**config.mk**
```make
export PLATFORM = sky130hd
export DESIGN_NAME = valve_setpoint_step_sequencer
export DESIGN_NICKNAME = d
export VERILOG_FILES = /design/src/hdl/vsseq_pkg.sv /design/src/hdl/vsseq_ctrl.sv /design/src/hdl/vsseq_dp.sv /design/src/hdl/valve_setpoint_step_sequencer.sv
export SDC_FILE = /design/constraint.sdc
export NUM_CORES = 1
export LEC_CHECK = 0
export BUFFER_PORTS_ARGS = -buffer_cell sky130_fd_sc_hd__buf_2
export CAP_MARGIN = 10
export CELL_PAD_IN_SITES_DETAIL_PLACEMENT = 0
export CELL_PAD_IN_SITES_GLOBAL_PLACEMENT = 1
export CORE_ASPECT_RATIO = 1.25
export CORE_MARGIN = 2
export CORE_UTILIZATION = 49
export CTS_CLUSTER_SIZE = 24
export DETAILED_ROUTE_END_ITERATION = 12
export PLACE_DENSITY_LB_ADDON = 0.3
export SLEW_MARGIN = 10
export SYNTH_ARGS = -nofsm -noshare
export SYNTH_HDL_FRONTEND = slang
export SYNTH_SLANG_ARGS = --single-unit
```
**constraint.sdc**
```tcl
create_clock -name clk -period 10.5 [get_ports clk]
set_input_delay 0 -clock clk [delete_from_list [all_inputs] [get_ports clk]]
set_output_delay 0 -clock clk [all_outputs]
set_load 0.02 [all_outputs]
```
**src/hdl/vsseq_pkg.sv**
```systemverilog
// Shared types and constants for the valve setpoint step sequencer.
// No dependencies; imported by the controller, the datapath and the top level.
package vsseq_pkg;

  localparam int TEMP_W = 6;
  localparam int MODE_W = 3;
  localparam int TGT_W  = 8;

  // Command codes carried on the input tuser
  localparam logic [MODE_W-1:0] MODE_SET     = 3'd0;
  localparam logic [MODE_W-1:0] MODE_INC     = 3'd1;
  localparam logic [MODE_W-1:0] MODE_DEC     = 3'd2;
  localparam logic [MODE_W-1:0] MODE_OFF     = 3'd3;
  localparam logic [MODE_W-1:0] MODE_RESTORE = 3'd4;

  // Configuration register indexes
  localparam logic REG_MIN_TEMP = 1'b0;
  localparam logic REG_MAX_TEMP = 1'b1;

  // Reset values
  localparam logic [TEMP_W-1:0] MIN_TEMP_RST = 6'd7;
  localparam logic [TEMP_W-1:0] MAX_TEMP_RST = 6'd30;
  localparam logic [TEMP_W-1:0] LAST_ON_RST  = 6'd20;

  // Controller to datapath commands
  typedef struct packed {
    logic load;   // latch the plan of the accepted command
    logic step;   // emit one encoder step
    logic stat;   // emit the status item
  } dp_cmd_t;

  // Datapath to controller status
  typedef struct packed {
    logic cnt_zero;  // no steps left
    logic out_free;  // output register can take an item
  } dp_sts_t;

endpackage

```
**src/hdl/vsseq_ctrl.sv**
```systemverilog
// Controller FSM for the valve setpoint step sequencer.
// Depends on vsseq_pkg for the command and status structs.
module vsseq_ctrl (
  input  logic               clk,
  input  logic               rst_n,
  input  logic               in_valid,
  output logic               in_ready,
  input  vsseq_pkg::dp_sts_t sts,
  output vsseq_pkg::dp_cmd_t cmd
);
  import vsseq_pkg::*;

  localparam logic [1:0] ST_IDLE = 2'd0;
  localparam logic [1:0] ST_STEP = 2'd1;
  localparam logic [1:0] ST_STAT = 2'd2;

  logic [1:0] state_r;
  logic [1:0] state_nxt;

  // Sequence: accept, emit steps until the count runs out, emit status
  always_comb begin
    state_nxt = state_r;
    cmd       = '0;
    in_ready  = 1'b0;
    case (state_r)
      ST_IDLE: begin
        in_ready = 1'b1;
        if (in_valid) begin
          cmd.load  = 1'b1;
          state_nxt = ST_STEP;
        end
      end
      ST_STEP: begin
        if (sts.cnt_zero) begin
          state_nxt = ST_STAT;
        end else if (sts.out_free) begin
          cmd.step = 1'b1;
        end
      end
      ST_STAT: begin
        if (sts.out_free) begin
          cmd.stat  = 1'b1;
          state_nxt = ST_IDLE;
        end
      end
      default: begin
        state_nxt = ST_IDLE;
      end
    endcase
  end

  always_ff @(posedge clk) begin
    if (!rst_n) begin
      state_r <= ST_IDLE;
    end else begin
      state_r <= state_nxt;
    end
  end

endmodule

```
**src/hdl/vsseq_dp.sv**
```systemverilog
// Datapath for the valve setpoint step sequencer: limits, setpoint state,
// step counter and output register. Depends on vsseq_pkg.
module vsseq_dp (
  input  logic                           clk,
  input  logic                           rst_n,
  input  logic                           cfg_we,
  input  logic                           cfg_addr,
  input  logic [vsseq_pkg::TEMP_W-1:0]   cfg_wdata,
  input  logic [vsseq_pkg::MODE_W-1:0]   in_mode,
  input  logic [vsseq_pkg::TGT_W-1:0]    in_target,
  input  vsseq_pkg::dp_cmd_t             cmd,
  output vsseq_pkg::dp_sts_t             sts,
  output logic                           out_tvalid,
  input  logic                           out_tready,
  output logic [7:0]                     out_tdata,
  output logic                           out_tuser,
  output logic                           out_tlast
);
  import vsseq_pkg::*;

  logic [TEMP_W-1:0] min_r, max_r;
  logic [TEMP_W-1:0] sp_r, sp_nxt;
  logic [TEMP_W-1:0] lo_r, lo_nxt;
  logic [TEMP_W-1:0] cnt_r, plan_cnt;
  logic              up_r, plan_up;
  logic [TGT_W-1:0]  t_sel;
  logic [TEMP_W-1:0] t_sat;
  logic              go_off;
  logic              ov_r;
  logic              ov_step_r;
  logic              ov_up_r;
  logic [TEMP_W-1:0] ov_temp_r;

  // Raise into the on range, then cap at the maximum
  function automatic logic [TEMP_W-1:0] clamp_sp(input logic [TEMP_W:0]   v,
                                                 input logic [TEMP_W-1:0] mn,
                                                 input logic [TEMP_W-1:0] mx);
    logic [TEMP_W:0] w;
    w = v;
    if (w != '0 && w < {1'b0, mn}) w = {1'b0, mn};
    if (w > {1'b0, mx}) w = {1'b0, mx};
    return w[TEMP_W-1:0];
  endfunction

  // Saturate the target (request or saved setpoint) at max_temp
  always_comb begin
    t_sel = (in_mode == MODE_RESTORE) ? {{(TGT_W-TEMP_W){1'b0}}, lo_r} : in_target;
    t_sat = (t_sel > {{(TGT_W-TEMP_W){1'b0}}, max_r}) ? max_r : t_sel[TEMP_W-1:0];
  end

  // Plan the step run and the new state for the incoming command
  always_comb begin
    plan_cnt = '0;
    plan_up  = 1'b0;
    sp_nxt   = sp_r;
    lo_nxt   = lo_r;
    go_off   = (in_mode == MODE_OFF) ||
               (((in_mode == MODE_SET) || (in_mode == MODE_RESTORE)) && (t_sat < min_r));
    if (go_off) begin
      plan_cnt = max_r;
      lo_nxt   = sp_r;
      sp_nxt   = '0;
    end else begin
      case (in_mode)
        MODE_SET, MODE_RESTORE: begin
          if (sp_r == '0) begin
            plan_cnt = t_sat - min_r;
            plan_up  = 1'b1;
          end else if (t_sat > sp_r) begin
            plan_cnt = t_sat - sp_r;
            plan_up  = 1'b1;
          end else begin
            plan_cnt = sp_r - t_sat;
          end
          sp_nxt = t_sat;
        end
        MODE_INC: begin
          plan_cnt = 6'd1;
          plan_up  = 1'b1;
          sp_nxt   = clamp_sp({1'b0, sp_r} + 7'd1, min_r, max_r);
        end
        MODE_DEC: begin
          plan_cnt = 6'd1;
          if (sp_r != '0) sp_nxt = clamp_sp({1'b0, sp_r} - 7'd1, min_r, max_r);
        end
        default: begin
        end
      endcase
    end
  end

  // Limit registers
  always_ff @(posedge clk) begin
    if (!rst_n) begin
      min_r <= MIN_TEMP_RST;
      max_r <= MAX_TEMP_RST;
    end else if (cfg_we) begin
      if (cfg_addr == REG_MIN_TEMP) min_r <= cfg_wdata;
      if (cfg_addr == REG_MAX_TEMP) max_r <= cfg_wdata;
    end
  end

  // Setpoint state and step counter
  always_ff @(posedge clk) begin
    if (!rst_n) begin
      sp_r  <= '0;
      lo_r  <= LAST_ON_RST;
      cnt_r <= '0;
    end else if (cmd.load) begin
      sp_r  <= sp_nxt;
      lo_r  <= lo_nxt;
      cnt_r <= plan_cnt;
    end else if (cmd.step) begin
      cnt_r <= cnt_r - 6'd1;
    end
  end

  always_ff @(posedge clk) begin
    if (cmd.load) up_r <= plan_up;
  end

  // Output register: load a step or the status, drop on transaction
  always_ff @(posedge clk) begin
    if (!rst_n) begin
      ov_r <= 1'b0;
    end else if (cmd.step || cmd.stat) begin
      ov_r <= 1'b1;
    end else if (out_tready) begin
      ov_r <= 1'b0;
    end
  end

  always_ff @(posedge clk) begin
    if (cmd.step) begin
      ov_step_r <= 1'b1;
      ov_up_r   <= up_r;
      ov_temp_r <= '0;
    end else if (cmd.stat) begin
      ov_step_r <= 1'b0;
      ov_up_r   <= 1'b0;
      ov_temp_r <= sp_r;
    end
  end

  assign sts.cnt_zero = (cnt_r == '0);
  assign sts.out_free = !ov_r || out_tready;

  assign out_tvalid = ov_r;
  assign out_tdata  = {1'b0, ov_temp_r, ov_up_r};
  assign out_tuser  = ov_step_r;
  assign out_tlast  = !ov_step_r;

endmodule

```
**src/hdl/valve_setpoint_step_sequencer.sv**
```systemverilog
// Valve setpoint step sequencer: top level joining controller and datapath.
// Depends on vsseq_pkg, vsseq_ctrl and vsseq_dp.
//
// Usage: each input transaction carries a command on in_tuser (0 set,
// 1 increment, 2 decrement, 3 off, 4 restore) and a target on in_tdata.
// The block answers with a run of encoder steps (out_tuser = 1, direction
// in out_tdata[0]) and closes it with one status transaction (out_tuser = 0,
// out_tlast = 1) whose out_tdata[6:1] holds the new setpoint, 0 for off.
// min_temp and max_temp are written through cfg_we/cfg_addr/cfg_wdata.
//
// Timing: one command is handled at a time. A command has n steps, with
// n at most 63, emitted one step per cycle while the receiver does not
// stall. The step counter in the datapath sets that bound. in_tready is
// high while the controller is idle, also while the last status still
// waits.
//
// Reset: the setpoint is off, the saved setpoint is 20, the limits are
// 7 and 30, and no output is pending. When out_tready is low the output
// register holds its item and the sequencer waits before the next one.
module valve_setpoint_step_sequencer (
  input  logic                         clk,
  input  logic                         rst_n,
  input  logic                         cfg_we,
  input  logic                         cfg_addr,   // 0 min_temp, 1 max_temp
  input  logic [vsseq_pkg::TEMP_W-1:0] cfg_wdata,
  input  logic                         in_tvalid,
  output logic                         in_tready,
  input  logic [7:0]                   in_tdata,   // [7:0] target_temp
  input  logic [2:0]                   in_tuser,   // [2:0] mode
  output logic                         out_tvalid,
  input  logic                         out_tready,
  output logic [7:0]                   out_tdata,  // [0] step_up, [6:1] current_temp, [7] zero
  output logic                         out_tuser,  // [0] step_valid
  output logic                         out_tlast
);
  import vsseq_pkg::*;

  dp_cmd_t cmd;
  dp_sts_t sts;

  vsseq_ctrl u_ctrl (
    .clk      (clk),
    .rst_n    (rst_n),
    .in_valid (in_tvalid),
    .in_ready (in_tready),
    .sts      (sts),
    .cmd      (cmd)
  );

  vsseq_dp u_dp (
    .clk        (clk),
    .rst_n      (rst_n),
    .cfg_we     (cfg_we),
    .cfg_addr   (cfg_addr),
    .cfg_wdata  (cfg_wdata),
    .in_mode    (in_tuser),
    .in_target  (in_tdata),
    .cmd        (cmd),
    .sts        (sts),
    .out_tvalid (out_tvalid),
    .out_tready (out_tready),
    .out_tdata  (out_tdata),
    .out_tuser  (out_tuser),
    .out_tlast  (out_tlast)
  );

endmodule

```
; ---- Word level (Yosys, flattened, before mapping)
; Index checks and enable logic that the tools add are counted.
[word_totals]
output_inout_bits = 12
inputBits = 23
ff_bits = 42
[classes]
addsub = 6
order_cmp = 7
mux = 38
n_bitwise = 1
eq_ne = 10
reduce_logical = 27
[ops]
columns = operator, count
row1 = two-way mux 6 bit, 10
row2 = two-way mux 7 bit, 7
row3 = one-hot mux 6 bit (3 select lines), 1
row4 = subtractor 6 bit, 3
row5 = greater-than comparator 7 x 6 -> 1 bit, 2
row6 = less-than comparator 7 x 6 -> 1 bit, 2
row7 = nonzero test 7 bit, 2
row8 = two-way mux 1 bit, 13
row9 = zero test 6 bit, 2
row10 = one-hot mux 6 bit (2 select lines), 1
row11 = greater-than comparator 8 x 6 -> 1 bit, 1
row12 = two-way mux 8 bit, 1
row13 = adder 6 x 1 -> 7 bit (second input constant), 1
row14 = subtractor 6 x 1 -> 7 bit (second input constant), 1
row15 = == test 3 x 2 -> 1 bit (second input constant), 2
row16 = greater-than comparator 6 bit, 1
row17 = less-than comparator 6 bit, 1
row18 = two-way mux 2 bit, 3
row19 = inequality test 2 bit (second input constant), 3
row20 = one-hot mux 2 bit (3 select lines), 1
row21 = AND reduction 2 bit, 3
row22 = AND reduction 3 bit, 2
row23 = nonzero test 2 bit, 3
row24 = nonzero test 6 bit, 1
row25 = 15 further kinds, 22

; ---- Depth between registers and ports, before layout
[depth]
ltp_word = 13
ltp_mapped = 21
depth_no_buf = 19

; ---- Cells and area by module
; From an unflattened synthesis, not the netlist that was laid out.
[hier_totals]
cells_unflattened = 496
area_unflattened_um2 = 3982.6
[by_module_without_submodules]
columns = mod, area_each_um2, instances, cells_each, seq_area_each_um2
row1 = vsseq_dp, 3862.5, 1, 482, 820.8
row2 = vsseq_ctrl, 120.1, 1, 14, 40.0

; ---- Worst setup path before layout
; OpenSTA, ideal clock, no wires.
[synth_path]
path_kind = input to register
start = in in_tuser[2]
end = reg u_dp.cnt_r[5]
arrival_ns = 4.400
t_required_ns = 10.425
setup_slack_ns = 6.025
cell_stages = 18
setup_ns = 0.075
cell_sequence = buf_2 -> nor3b_2 -> mux2_2 -> ha_1 -> and4b_1 -> a2111oi_0 -> o21ai_1 -> buf_2 -> o21a_1 -> ha_1 -> fa_1 -> nor2b_1 -> o31a_1 -> o21ai_0 -> a211oi_1 -> nand2_1 -> a2111o_1 -> o22ai_1
[synth_via]
elab_chain_cells = 10
[synth_lines]
columns = item, line_no
row1 = start: declaration, valve_setpoint_step_sequencer.sv:29  ; input logic [2:0] in_tuser,
row2 = == test 3 bit, "vsseq_dp.sv:47, vsseq_dp.sv:58, vsseq_dp.sv:64"
row3 = two-way mux 8 bit, vsseq_dp.sv:47  ; t_sel = (in_mode == MODE_RESTORE) ? {{(TGT_W-TEMP_W){1'b0}}, lo_r} : in_target;
row4 = greater-than comparator 8 x 6 -> 1 bit, vsseq_dp.sv:48  ; t_sat = (t_sel > {{(TGT_W-TEMP_W){1'b0}}, max_r}) ? max_r : t_sel[TEMP_W-1:0];
row5 = two-way mux 6 bit, vsseq_dp.sv:48
row6 = "subtractor 6 bit, or another cell as far along", vsseq_dp.sv:73  ; plan_cnt = sp_r - t_sat;
row7 = two-way mux 6 bit, vsseq_dp.sv:69  ; end else if (t_sat > sp_r) begin
row8 = two-way mux 6 bit, vsseq_dp.sv:66  ; if (sp_r == '0) begin
row9 = one-hot mux 6 bit (2 select lines), vsseq_dp.sv:64  ; case (in_mode)
row10 = two-way mux 6 bit *, vsseq_dp.sv:59  ; if (go_off) begin
row11 = two-way mux 6 bit *, vsseq_dp.sv:109  ; end else if (cmd.load) begin
row12 = end signal: assignment, vsseq_dp.sv:112  ; cnt_r <= plan_cnt;
row13 = end signal: assignment, vsseq_dp.sv:114  ; cnt_r <= cnt_r - 6'd1;
row14 = end: declaration, vsseq_dp.sv:24  ; logic [TEMP_W-1:0] cnt_r, plan_cnt;
; Every way passes the cells marked *; elsewhere a longest branch is shown, timed or not.
; A chain may end at the register's enable or synchronous reset.

; ---- Final worst setup path
[layout_path]
start = reg u_dp.sp_r[1]
end = reg u_dp.sp_r[2]
[layout_via]
elab_chain_cells = 12
[layout_lines]
columns = item, line_no
row1 = start: declaration, vsseq_dp.sv:22  ; logic [TEMP_W-1:0] sp_r, sp_nxt;
row2 = start signal: assignment, vsseq_dp.sv:110  ; sp_r <= sp_nxt;
row3 = subtractor 6 x 1 -> 7 bit, vsseq_dp.sv:84  ; if (sp_r != '0) sp_nxt = clamp_sp({1'b0, sp_r} - 7'd1, min_r, max_r);
row4 = less-than comparator 7 x 6 -> 1 bit or nonzero test 7 bit (tied branches), vsseq_dp.sv:40  ; if (w != '0 && w < {1'b0, mn}) w = {1'b0, mn};
row5 = logical AND 1 bit, vsseq_dp.sv:40
row6 = two-way mux 7 bit, vsseq_dp.sv:40
row7 = two-way mux 7 bit, vsseq_dp.sv:84
row8 = two-way mux 7 bit, vsseq_dp.sv:64
row9 = two-way mux 7 bit, vsseq_dp.sv:59
row10 = greater-than comparator 7 x 6 -> 1 bit, vsseq_dp.sv:41  ; if (w > {1'b0, mx}) w = {1'b0, mx};
row11 = two-way mux 6 bit, vsseq_dp.sv:41
row12 = two-way mux 6 bit, vsseq_dp.sv:84
row13 = one-hot mux 6 bit (3 select lines), vsseq_dp.sv:64
row14 = two-way mux 6 bit, vsseq_dp.sv:59
; Several ways; a longest one is shown, not always the timed one. The select of a mux whose other input is x is not followed.

==> flow_summary.yaml <==
detailed_routing:
  wl_per_cell_um: 18.4
  drc: 0
  first_pass_iters: 4
  via_count: 3980
  totalWireLength_um: 12000
  drtAntennaViolNets: 0
  drtIter0Drc: 267
  avgViaCountPerCell: 6.10
clock_network:
  cts_made_buffers: 5
  holdBufCountCts: 6
  clk_pin_slew_ns: 0.10
  cts_htree_levels: 2
  root_buffer: "clkbuf_8"
  cts.sinks: 42
  cts_resized: 0
  tritoncts: "built"
  post-cts-setup-buffer-count: 0
  clock_latency_ns: 0.31
  clk_path_buf_depth: 2
synthesis:
  synth_cells: 529
  ys_seq_area_share_pct: 20.6
  yosys_register_bits: 42
  synth.distinct_cells: 74
  yosysTopAreaCell: "dfxtp_1"
  synth.top_cells.by_count: "nand2_1, ha_1, a21oi_1"
  synth.cell_area_um2: 4180
  synth_ff_type: "dfxtp_1"
  synth_area_per_cell_um2: 7.90
  synth.net_count: 606
  async_flop_share_pct: 0
  synthTopCellsByArea: "dfxtp_1, ha_1, a21oi_1"
  synth.most_common_cell: "nand2_1"
  synth_top_area_share_pct: 19.2
  synth_edf_count: 2
  synth_warnings: 0
setup_path:
  max_stage_delay_ns: 0.71
  cpMostUsedCell: "ha_1"
  worst-r2r-setup-slack_ns: 5.38
  setup.worst_path.end_class: "flop"
  critPathSlowestCell: "dfxtp_1"
  critPathTopFamily: "compound AO/OA/AOI/OAI gates"
  critical_path_required_ns: 10.70
  crit_buf_inv: 0
  rr_startpoint: "u_dp.sp_r[1]"
  cp_max_fo: 10
  critPathLaunchType: "flop"
  crit_arrival_ns: 5.32
  ff2ff_path_depth: 15
  crit_chain: "ha_1 -> nand3_1 -> xnor2_1 -> ha_1 -> and3_1 -> a2111oi_4 -> nand2_2 -> mux2_2 -> ha_1 -> a21oi_1 -> a21oi_1 -> o22a_1 -> nor3b_1 -> a22oi_1 -> a311oi_1"
  crit_type: "flop to flop"
  r2r_end: "u_dp.sp_r[2]"
sta:
  fin_setup_tns_ns: 0
  drv_slew: 0
  fmax_mhz: 195
  max-slew-margin-rel_pct: 30.0
  finalSetupViolCount: 0
  finalCritPeriodShare_pct: 48.7
  finalHoldViolations: 0
  worst_hold_slack_ns: 0.0179
  finalWorstSetupSlack_ns: 5.38
  period_minus_slack_ns: 5.12
  rsz0062_at_grt: "no"
  worst_pin_slew_ns: 1.04
  finClkSkew_ns: 0.0113
die:
  fp.dieArea_um2: 9290
  rows: 37
  die_h_um: 107
  initial_core_util_pct: 50.7
  pin_count: 35
  core_region_area_um2: 8240
  fp.dieW_um: 86.6
finish:
  fin_nets: 631
  antennaDiodeCount: 0
  utilization_pct: 54.6
  syn2layout_area_growth_pct: 7.64
  layout-drive-gt1-share_pct: 13.7
  fin_area_um2: 4500
  layoutNonFillerInstCount: 652
global_route:
  grt_pass1_wl_um: 19300
  grt_start_max_net_pins: 21
  grt_pass1_vias: 3780
  overflow: 0
  antenna_found_initial: 0
  track_usage_pct: 26.6
pwr:
  ir_drop_mv: 0.0797
  pwr_density_cell_nw_per_um2: 143
  p_sw_share_pct: 44.0
  p_leak_nw: 1.93
  clock_power_share_pct: 18.5
  internal_power_mw: 0.361
  seqPwrFrac_pct: 30.5
  p_sw_mw: 0.283
  pwr-share-comb_pct: 50.9
  total_power_mw: 0.644
placed_design:
  io_buffer_count: 33
  routabilityCongestion: 1.01
  postPlaceCellArea_um2: 4340
  pre_cts_ws_ns: 5.19
  placedCellCount: 638
  dp_hpwl_um: 9610
run:
  maxCapViolCount: 0
hold_path:
  min_from: "cfg_addr"
  hold_path_class: "input port to flop"
  hold_depth: 4
  holdPathEnd: "u_dp.max_r[0]"
run_status:
  status: "finished clean"
-- power groups by stage --
stage	clock, mW	sequential, mW	combinational [mW]
finish	0.119	0.196	0.328
floorplan	0	0.197	0.250
global placement	0	0.200	0.315
CTS	0.120	0.196	0.325
detailed placement	0	0.200	0.321
global route	0.126	0.198	0.363
-- worst min-delay path, cell delays in order --
cell	delay, ns
buf_2	0.10
nand2_1	0.07
nand2_1	0.07
a21oi_1	0.06
-- kinds of logic after synthesis --
logic type      share of synthesized area [%]
compound gates                           22.8
buf+inv                                  6.29
xor+xnor                                 3.35
flops                                    20.6
fa+ha+maj                                16.7
other cells                            0.0898
simple gates                             23.5
mux                                      6.68
-- per-layer routing --
layer	track usage, %	vias up	share of wire, %
met4	11.3	0	4.2
li1	-	1948	-
met5	0	-	0
met2	46.8	155	49
met3	3.62	32	5.0
met1	32.1	1845	42
-- flip-flops by register name, summed over array words and instances (netlist names) --
register and cells:
u_dp.up_r 1, u_dp.ov_temp_r 6, u_dp.min_r 6, u_dp.cnt_r 6, u_dp.out_tuser 1, u_ctrl.state_r 2
u_dp.max_r 6, u_dp.sp_r 6, u_dp.lo_r 6, u_dp.out_tvalid 1, u_dp.ov_up_r 1
-- layout make-up --
cell class                 instances  area, um^2
clock buffer                       5        68.8
multi-input combinational        431        3050
timing repair buffer              40         233
inverter                          34         130
clock inverter                     3        28.8
sequential                        42         861
tap                               97         121
fill                             806        3740
-- worst max path at each step --
stage / cells past startpoint / to / startpoint
floorplan: 18 / u_dp.cnt_r[5] / in_tuser[2]
detailed placement: 18 / u_dp.cnt_r[5] / in_tuser[2]
CTS: 15 / u_dp.sp_r[2] / u_dp.sp_r[1]
global placement: 18 / u_dp.cnt_r[5] / in_tuser[0]
finish: 15 / u_dp.sp_r[2] / u_dp.sp_r[1]
global route: 18 / u_dp.cnt_r[5] / in_tuser[2]
-- cells in the final DEF, fill, tap and decap left out, types with 3 or more instances in the layout --
cell           instances
mux2_2                 8
mux2i_1               16
a31oi_1                5
nand2b_1               6
o21bai_1               3
or2_2                  3
nor3_1                13
xnor2_1               11
nor2b_1               11
fa_1                   3
o211ai_1              11
buf_2                 33
ha_1                  51
dfxtp_1               40
a221oi_1               3
and3_1                 4
nor3_2                 3
or3_1                  3
o22a_1                 3
and2_1                 9
dlygate4sd3_1          6
nand4_1                4
nand3b_1               3
a21oi_1               48
inv_1                 31
nand2_1               57
xor2_1                 5
clkbuf_8               5
o21a_1                 6
nor3b_1                3
nand3_1               16
nor2_1                43
a22oi_1                9
o21ai_0               26
a21o_1                 6
Power figures use the tool's default switching activity.
